File: src/rtl/afp_pkg.sv
// Shared transfer types for the anemometer frame parser.
package afp_pkg;

	typedef struct packed {
		logic [7:0] data_byte;
		logic       maintenance_switch;
		logic       rotor_turning;
	} in_t;

	typedef struct packed {
		logic        [7:0]  frame_address;
		logic        [7:0]  frame_status;
		logic signed [15:0] wind_u;
		logic signed [15:0] wind_v;
		logic signed [15:0] wind_w;
		logic signed [15:0] temperature_raw;
	} out_t;

endpackage

File: src/rtl/afp_frame_fsm.sv
// Byte phase machine: sync hunt, payload capture, checksum check.
module afp_frame_fsm (
	input  logic          clk,
	input  logic          arst_n,
	input  logic          step,
	input  afp_pkg::in_t  item,
	output logic          hit,
	output afp_pkg::out_t frame
);
	import afp_pkg::*;

	localparam logic [3:0] PH_HUNT   = 4'd0;
	localparam logic [3:0] PH_SYNC   = 4'd1;
	localparam logic [3:0] PH_ADDR   = 4'd2;
	localparam logic [3:0] PH_STAT   = 4'd3;
	localparam logic [3:0] PH_U_HI   = 4'd4;
	localparam logic [3:0] PH_U_LO   = 4'd5;
	localparam logic [3:0] PH_V_HI   = 4'd6;
	localparam logic [3:0] PH_V_LO   = 4'd7;
	localparam logic [3:0] PH_W_HI   = 4'd8;
	localparam logic [3:0] PH_W_LO   = 4'd9;
	localparam logic [3:0] PH_T_HI   = 4'd10;
	localparam logic [3:0] PH_T_LO   = 4'd11;
	localparam logic [3:0] PH_CSUM   = 4'd12;

	localparam logic [7:0] SYNC_BYTE     = 8'hBA;
	localparam logic [7:0] MERGE_ADDRESS = 8'h06;
	localparam logic [7:0] MAINT_BIT     = 8'h08;
	localparam logic [7:0] TURN_BIT      = 8'h10;

	logic [3:0]  phase_q;
	logic [7:0]  xor_q;
	logic [7:0]  addr_q;
	logic [7:0]  stat_q;
	logic [15:0] u_q;
	logic [15:0] v_q;
	logic [15:0] w_q;
	logic [15:0] t_q;
	logic [7:0]  b;
	logic [7:0]  stat_merged;

	assign b = item.data_byte;

	always_comb begin
		stat_merged = b;
		if (addr_q == MERGE_ADDRESS) begin
			if (item.maintenance_switch) stat_merged = stat_merged | MAINT_BIT;
			if (item.rotor_turning) stat_merged = stat_merged | TURN_BIT;
		end
	end

	always_ff @(posedge clk or negedge arst_n) begin
		if (!arst_n) begin
			phase_q <= PH_HUNT;
		end else if (step) begin
			case (phase_q)
				PH_HUNT: begin
					if (b == SYNC_BYTE) phase_q <= PH_SYNC;
				end
				PH_SYNC: begin
					phase_q <= (b == SYNC_BYTE) ? PH_ADDR : PH_HUNT;
				end
				PH_ADDR, PH_STAT, PH_U_HI, PH_U_LO, PH_V_HI, PH_V_LO,
				PH_W_HI, PH_W_LO, PH_T_HI, PH_T_LO: begin
					phase_q <= phase_q + 4'd1;
				end
				default: begin
					phase_q <= PH_HUNT;
				end
			endcase
		end
	end

	// Capture registers carry no reset: they are always written before a frame reaches
	// the checksum phase.
	always_ff @(posedge clk) begin
		if (step) begin
			case (phase_q)
				PH_SYNC: xor_q <= 8'h00;
				PH_ADDR: begin xor_q <= xor_q ^ b; addr_q <= b; end
				PH_STAT: begin xor_q <= xor_q ^ b; stat_q <= stat_merged; end
				PH_U_HI: begin xor_q <= xor_q ^ b; u_q[15:8] <= b; end
				PH_U_LO: begin xor_q <= xor_q ^ b; u_q[7:0] <= b; end
				PH_V_HI: begin xor_q <= xor_q ^ b; v_q[15:8] <= b; end
				PH_V_LO: begin xor_q <= xor_q ^ b; v_q[7:0] <= b; end
				PH_W_HI: begin xor_q <= xor_q ^ b; w_q[15:8] <= b; end
				PH_W_LO: begin xor_q <= xor_q ^ b; w_q[7:0] <= b; end
				PH_T_HI: begin xor_q <= xor_q ^ b; t_q[15:8] <= b; end
				PH_T_LO: begin xor_q <= xor_q ^ b; t_q[7:0] <= b; end
				default: ;
			endcase
		end
	end

	assign hit = step && (phase_q == PH_CSUM) && (b == xor_q);

	assign frame.frame_address   = addr_q;
	assign frame.frame_status    = stat_q;
	assign frame.wind_u          = $signed(u_q);
	assign frame.wind_v          = $signed(v_q);
	assign frame.wind_w          = $signed(w_q);
	assign frame.temperature_raw = $signed(t_q);

	// The phase never leaves the range up to the checksum phase.
	a_phase_range: assert property (@(posedge clk) disable iff (!arst_n)
		phase_q <= PH_CSUM)
		else $error("phase beyond checksum phase");

	// After the checksum byte the parser is hunting again, match or not.
	a_csum_returns: assert property (@(posedge clk) disable iff (!arst_n)
		step && (phase_q == PH_CSUM) |=> phase_q == PH_HUNT)
		else $error("parser did not return to hunt after checksum");

	// A broken second sync byte drops back to hunting.
	a_broken_sync: assert property (@(posedge clk) disable iff (!arst_n)
		step && (phase_q == PH_SYNC) && (b != SYNC_BYTE) |=> phase_q == PH_HUNT)
		else $error("broken sync not handled");

endmodule

File: src/rtl/anemometer_frame_parser.sv
// Top level of the anemometer binary frame parser with input and output registers.
// A frame result is presented from the output register; its checksum byte passes the input
// register first, and a stall on the output side can hold it there before the output register
// loads. Throughput: one byte per cycle while the output register is not full and stalled.
// The input register stalls only while it holds a byte and the output register is full
// and stalled. Reset clears the phase machine and all valid flags asynchronously.
module anemometer_frame_parser (
	input  logic          clk,
	input  logic          arst_n,
	input  logic          byte_valid,
	output logic          byte_stall,
	input  afp_pkg::in_t  byte_data,
	output logic          frame_valid,
	input  logic          frame_stall,
	output afp_pkg::out_t frame_data
);
	import afp_pkg::*;

	logic valid_s1;
	in_t  item_s1;
	logic advance;
	logic step;
	logic hit;
	out_t frame;
	logic out_valid_q;
	out_t out_q;

	// The input stage may hand its byte on whenever the output register is free or
	// its result is being transferred in this same cycle.
	assign advance    = !out_valid_q || !frame_stall;
	assign step       = valid_s1 && advance;
	assign byte_stall = valid_s1 && !advance;

	always_ff @(posedge clk or negedge arst_n) begin
		if (!arst_n) begin
			valid_s1 <= 1'b0;
		end else if (!byte_stall) begin
			valid_s1 <= byte_valid;
		end
	end

	always_ff @(posedge clk) begin
		if (!byte_stall && byte_valid) item_s1 <= byte_data;
	end

	afp_frame_fsm u_fsm (
		.clk    (clk),
		.arst_n (arst_n),
		.step   (step),
		.item   (item_s1),
		.hit    (hit),
		.frame  (frame)
	);

	// The output register loads a result when a frame passes its checksum and
	// empties when its result is transferred without a new one behind it.
	always_ff @(posedge clk or negedge arst_n) begin
		if (!arst_n) begin
			out_valid_q <= 1'b0;
		end else if (advance) begin
			out_valid_q <= hit;
		end
	end

	always_ff @(posedge clk) begin
		if (hit) out_q <= frame;
	end

	assign frame_valid = out_valid_q;
	assign frame_data  = out_q;

	// An empty input register never stalls the upstream side.
	a_no_empty_stall: assert property (@(posedge clk) disable iff (!arst_n)
		!valid_s1 |-> !byte_stall)
		else $error("stall with empty input register");

	// A result is produced only when the output register has room for it.
	a_hit_has_room: assert property (@(posedge clk) disable iff (!arst_n)
		hit |-> advance)
		else $error("result produced with output register blocked");

	// A result that passed its checksum shows up at the output in the next cycle.
	a_hit_shows: assert property (@(posedge clk) disable iff (!arst_n)
		hit |=> frame_valid)
		else $error("result lost after checksum match");

endmodule

File: config.mk
export PLATFORM = sky130hd
export DESIGN_NAME = anemometer_frame_parser
export DESIGN_NICKNAME = d
export VERILOG_FILES = /design/src/rtl/afp_pkg.sv /design/src/rtl/afp_frame_fsm.sv /design/src/rtl/anemometer_frame_parser.sv
export SDC_FILE = /design/constraint.sdc
export NUM_CORES = 1
export LEC_CHECK = 0
export ABC_AREA = 1
export CAP_MARGIN = 10
export CORE_UTILIZATION = 49
export CTS_BUF_LIST = sky130_fd_sc_hd__clkbuf_8
export DETAILED_ROUTE_END_ITERATION = 16
export DONT_BUFFER_PORTS = 1
export SETUP_SLACK_MARGIN = 0.5
export SLEW_MARGIN = 0
export SYNTH_ARGS = -nofsm -noshare
export SYNTH_HDL_FRONTEND = slang
export SYNTH_SLANG_ARGS = --single-unit
File: constraint.sdc
create_clock -name clk -period 7 [get_ports clk]
set_input_delay 0.35 -clock clk [delete_from_list [all_inputs] [get_ports clk]]
set_output_delay 0.35 -clock clk [all_outputs]
set_load 0.01 [all_outputs]
==> impl_metrics.yaml, run 1 <==
clock_network:
  cts_tree: "done"
  clkTransAtPathRegs_ns: 0.08
  clock-root-buffer: "clkbuf_8"
  htreeDepth: 4
  insertion_delay_ns: 0.45
  clockBufferDepth: 2
  cts-resized-gates: 0
  cts_made_buffers: 17
  clock_sinks: 184
drt:
  route.detailed.wl_per_inst_um: 18.5
  wl_mm: 9.53
  dr.pass1.iters: 5
  antenna_left: 0
  via_count: 2532
  post_drt_via_cell_ratio: 4.91
  route.detailed.drc: 0
  drtIter0Drc: 166
die:
  die_x_um: 114
  core_region_area_mm2: 0.0121
  die_y_um: 114
  initial_core_util: 0.506
  io_pins: 96
  rows: 40
  die_area_mm2: 0.0129
placement:
  place_hpwl_mm: 5.88
  placed_area_mm2: 0.00633
  pre_cts_ws_ns: 4.41
  port_buffers: 0
  globalplace.congestion: 0.882
  place_inst: 472
sta:
  period_needed_ns: 2.58
  fmax_ghz: 0.388
  finalCritPeriodShare: 0.369
  finalSetupViolCount: 0
  relSlewSlack: 0.312
  worst_slack_ns: 4.42
  skew_ns: 0.00742
  rsz0062_at_grt: "no"
  maxSlewViolCount: 0
  fin_worst_hold_slack_ns: 0.125
  hold_viol_final: 0
  worst_pin_slew_ns: 1.03
  tns_ns: 0
pwr:
  p_int_mw: 1.58
  powerDensity_mw_per_mm2: 291
  ir_worst_vdd_v: 0.000125
  p_switching_mw: 0.409
  power_mw: 1.99
  p_clk_frac: 0.331
  total_leakage_power_nw: 2.28
  pwr-share-comb: 0.040
  p_seq_frac: 0.629
  p_sw_frac: 0.206
status:
  status: "completed"
critical_path:
  cp_cell_sequence: "xnor2_1 > nand4_1 > nor2_4 > buf_4"
  crit_type: "flip-flop to flip-flop"
  crit_family: "buffers and inverters"
  worst-path-buf-inv: 1
  cpPeakStageDelay_ns: 0.75
  endpoint_kind: "flip-flop"
  critPathArrivalTime_ns: 2.65
  path_max_fanout: 80
  start_kind: "flip-flop"
  crit_path_top_delay_cell: "buf_4"
  worstPathRequired_ns: 7.07
synth:
  synth_warnings: 0
  ys_seq_area_frac: 0.900
  synth_cell_types: 26
  syn_avg_cell_area_um2: 20.2
  syn_area_mm2: 0.00611
  ys_ff_latch: 184
  syn_nets: 321
  syn_inst: 303
final_layout:
  antenna_cells: 0
  layout.nets: 353
  finish.utilization: 0.566
  final_common_cell: "edfxtp_1"
  areaGrowthSynthToFinish_pct: 11.9
  layout_common_cells: "edfxtp_1 (178), inv_1 (25), nand2_1 (25)"
  layout-drive-gt1-share: 0.124
  final_cells: 516
  design_area_mm2: 0.00683
  n_fill_cell: 913
grt:
  grt_antenna_before_repair: 0
  grt_pass1_vias: 2446
  grt_max_degree: 81
  grt_use_total: 0.160
  grt_pass1_wl_mm: 14.2
  gr-total-overflow: 0
min_path:
  min_path_type: "input pin to flip-flop"
flow_run:
  maxCapViolCount: 0
-- flip-flops by register name, summed over array words and instances, names as in the netlist --
signal	count
u_fsm.stat_q	8
u_fsm.xor_q	8
frame_valid	1
item_s1	10
u_fsm.phase_q	4
u_fsm.v_q	16
valid_s1	1
u_fsm.u_q	16
frame_data	80
u_fsm.addr_q	8
u_fsm.t_q	16
u_fsm.w_q	16
-- power groups by stage --
stage	clock network (mW)	registers [mW]	logic [mW]
2_1_floorplan	0	1.26	0.0588
3_3_place_gp	0	1.28	0.0698
3_5_place_dp	0	1.28	0.0728
4_1_cts	0.674	1.25	0.0789
5_1_grt	0.710	1.26	0.0907
6_report	0.659	1.25	0.0789
-- cells in the mapped netlist --
master / number / share of area
nand2_1: 25 / 0.015
xnor2_1: 4 / 0.0057
o21bai_1: 2 / 0.0025
nor2_2: 3 / 0.0031
edfxtp_1: 178 / 0.88
inv_2: 3 / 0.0018
xor2_1: 4 / 0.0057
dfrtp_1: 6 / 0.025
nand2_4: 1 / 0.0018
a21oi_1: 1 / 0.00082
nand2_2: 1 / 0.0010
nor2_4: 1 / 0.0018
nand3_2: 1 / 0.0016
o21ai_1: 1 / 0.00082
nor3_2: 1 / 0.0016
nand4_1: 3 / 0.0031
nor3_1: 5 / 0.0041
inv_1: 21 / 0.013
nand3_1: 9 / 0.0074
buf_4: 1 / 0.0012
o21ai_0: 4 / 0.0033
nor4_1: 1 / 0.0010
nor2_1: 21 / 0.013
a21oi_2: 1 / 0.0014
clkbuf_1: 1 / 0.00061
ha_1: 4 / 0.0082
-- logic make-up after synthesis --
group,count (synthesis),share of synthesized area
DFF,184,0.900
xor gates and xnor gates,8,0.0115
AOI/OAI and AO/OA,9,0.00881
and+or+nand+nor,72,0.0549
adders and majority gates,4,0.00820
buffers and inverters,26,0.0166
-- metal layers --
metal | global-route usage | up-vias | part of all wire
met3 | 0.0499 | 21 | 0.046
met1 | 0.200 | 1246 | 0.45
met2 | 0.248 | 85 | 0.48
met4 | 0.0956 | 0 | 0.028
li1 | - | 1180 | -
met5 | 0 | - | 0
-- repair_timing --
| action | CTS | global route |
|---|---|---|
| buffers inserted | 0 | 0 |
| hold buffers | 12 | 0 |
| hold endpoints to repair | 17 | 0 |
-- final cells by class --
type                       instances  area, um2  share of cell area
tap                              168        210              0.0308
sequential                       184       5500               0.805
timing repair buffer              15        143              0.0209
clock buffer                      19        262              0.0383
inverter                          24       90.1              0.0132
multi-input combinational         93        517              0.0757
clock inverter                    13        114              0.0167
-- worst paths after layout --
path / from / slack (ns) / endpoint / cells past startpoint
max: item_s1[3] / 4.42 / frame_data[30] / 4
min: frame_stall / 0.12 / frame_valid / 2
max reg2reg: item_s1[3] / 4.42 / frame_data[30] / 4
min reg2reg: u_fsm.u_q[6] / 0.42 / frame_data[54] / 0
max in group asynchronous: arst_n / 6.58 / u_fsm.phase_q[2] / 1
min in group asynchronous: arst_n / 0.20 / u_fsm.phase_q[1] / 1
No activity file was read; power rests on OpenSTA's default activity.
==> run 2, diff against run 1 <==
==> constraint.sdc (replaced) <==
create_clock -name clk -period 2.47 [get_ports clk]
set_input_delay 0.1235 -clock clk [delete_from_list [all_inputs] [get_ports clk]]
set_output_delay 0.1235 -clock clk [all_outputs]
set_load 0.01 [all_outputs]
==> run 2 against run 1 <==
Net effect: sequential cell count did not move; power grew to 2.9 times the previous value; die area did not move; critical path type unchanged; critical endpoint is now frame_data[65].
==> impl_metrics.yaml, run 2 (same netlist as run 1, synthesis figures left out) <==
sta:
  hold_viol_final: 0
  relSlewSlack: 0.541
  finalSetupViolCount: 0
  worst_pin_slew_ns: 0.686
  fin_worst_hold_slack_ns: 0.294
  fmax_ghz: 0.540
  period_needed_ns: 1.85
  rsz0062_at_grt: "no"
  maxSlewViolCount: 0
  skew_ns: 0.00927
  finalCritPeriodShare: 0.750
drt:
  via_count: 2611
  route.detailed.wl_per_inst_um: 18.4
  drtIter0Drc: 177
  wl_mm: 9.84
  antenna_left: 0
  post_drt_via_cell_ratio: 4.87
  route.detailed.drc: 0
  dr.pass1.iters: 6
critical_path:
  start_kind: "flip-flop"
  endpoint_kind: "flip-flop"
  crit_type: "flip-flop to flip-flop"
  path_max_fanout: 20
  ff2ff_path_depth: 8
  worstPathRequired_ns: 2.62
  critPathArrivalTime_ns: 2.00
min_path:
  min_path_type: "input pin to flip-flop"
  whs_path_depth: 1
pwr:
  p_int_mw: 4.57
  p_sw_frac: 0.210
  total_leakage_power_nw: 2.39
  power_mw: 5.79
  ir_worst_vdd_v: 0.000362
  p_seq_frac: 0.607
  p_clk_frac: 0.339
  powerDensity_mw_per_mm2: 816
  pwr-share-comb: 0.054
  p_switching_mw: 1.22
die:
  die_area_mm2: 0.0129
  die_x_um: 114
  core_region_area_mm2: 0.0121
  rows: 40
  die_y_um: 114
  initial_core_util: 0.506
  io_pins: 96
final_layout:
  antenna_cells: 0
  layout.nets: 373
  layout-drive-gt1-share: 0.177
  final_common_cell: "edfxtp_1"
  layout_common_cells: "edfxtp_1 (178), nand2_1 (25), inv_1 (20), nor2_1 (20), clkbuf_8 (17)"
  largest_reg_flops: 80
  areaGrowthSynthToFinish_pct: 16.1
flow_run:
  maxCapViolCount: 0
clock_network:
  clock-root-buffer: "clkbuf_8"
  clkTransAtPathRegs_ns: 0.09
  clock_sinks: 184
  cts_tree: "done"
  insertion_delay_ns: 0.45
  clockBufferDepth: 2
  htreeDepth: 4
  cts_made_buffers: 17
grt:
  busiest_layer: "met2"
  grt_antenna_before_repair: 0
  grt_use_total: 0.160
  grt_pass1_wl_mm: 14.1
  grt_use_met3: 0.0452
  use_met1: 0.196
  gr-usage-met2: 0.258
  grt_pass1_vias: 2441
  gr-total-overflow: 0
  grt_max_degree: 41
status:
  status: "completed"
placement:
  port_buffers: 0
  place_hpwl_mm: 5.72
  globalplace.congestion: 0.825
## run 2: changes by cell type in the layout (fill, tap and decap cells not counted), sizes merged
cell         change
buf             +15
bufinv           +1
clkinv           +4
dlygate4sd3      +3
inv              -3
## run 2: worst paths after layout
path / startpoint / endpoint / slack, ns
worst max-delay path: u_fsm.phase_q[0] / frame_data[65] / 0.62
worst min-delay path: byte_data[8] / item_s1[8] / 0.29
worst max register to register: u_fsm.phase_q[0] / frame_data[65] / 0.62
worst min register to register: u_fsm.w_q[3] / frame_data[19] / 0.42
max in group asynchronous: arst_n / u_fsm.phase_q[0] / 1.66
min in group asynchronous: arst_n / valid_s1 / 0.54
## run 2: stage by stage
stage | std cells | area [um2] | TNS (ns) | worst slack (ns) | utilization
5_1_grt | 536 | 7090 | 0 | 0.512 | 0.588
4_1_cts | 532 | 7030 | 0 | 0.531 | 0.583
3_5_place_dp | 484 | 6450 | 0 | 0.477 | 0.535
6_report | 536 | 7090 | 0 | 0.618 | 0.588
3_3_place_gp | 484 | 6450 | 0 | 0.569 | 0.535
2_1_floorplan | 303 | 6130 | -9.99 | -0.125 | -
## run 2: critical path: stages (launching register included)
cell     delay, ns
dfrtp_2       0.44
inv_2         0.11
ha_4          0.16
nand3_1       0.10
nor2_1        0.10
nand4_1       0.16
nor2_4        0.14
buf_12        0.14
buf_8         0.20
## run 2: power by group through the flow
stage | Combinational (mW) | Sequential [mW] | Clock [mW]
floorplan | 0.180 | 3.59 | 0
global placement | 0.284 | 3.58 | 0
detailed placement | 0.293 | 3.58 | 0
CTS | 0.315 | 3.51 | 2.01
global route | 0.350 | 3.52 | 2.13
finish | 0.314 | 3.51 | 1.96
## run 2: final cells by class
class,count,area [um2]
Timing Repair Buffer,35,367
Sequential cell,184,5500
Fill cell,904,4970
Multi-Input combinational cell,93,529
Tap cell,168,210
Inverter,24,90.1
Clock inverter,15,161
Clock buffer,17,234
## run 2: timing repair
action,4_1_cts,5_1_grt
pin swaps,0,1
buffers inserted,0,1
endpoints found under the setup margin,80,88
hold endpoints to repair,18,0
gates cloned,1,3
hold buffers,15,0
resized for setup,2,5
## run 2: routing by layer
metal	wire [um]	share of wire	vias to the layer above
li1	-	-	1216
met1	4250	0.43	1302
met2	5070	0.52	76
met3	293	0.030	17
met4	217	0.022	0
met5	0	0	-
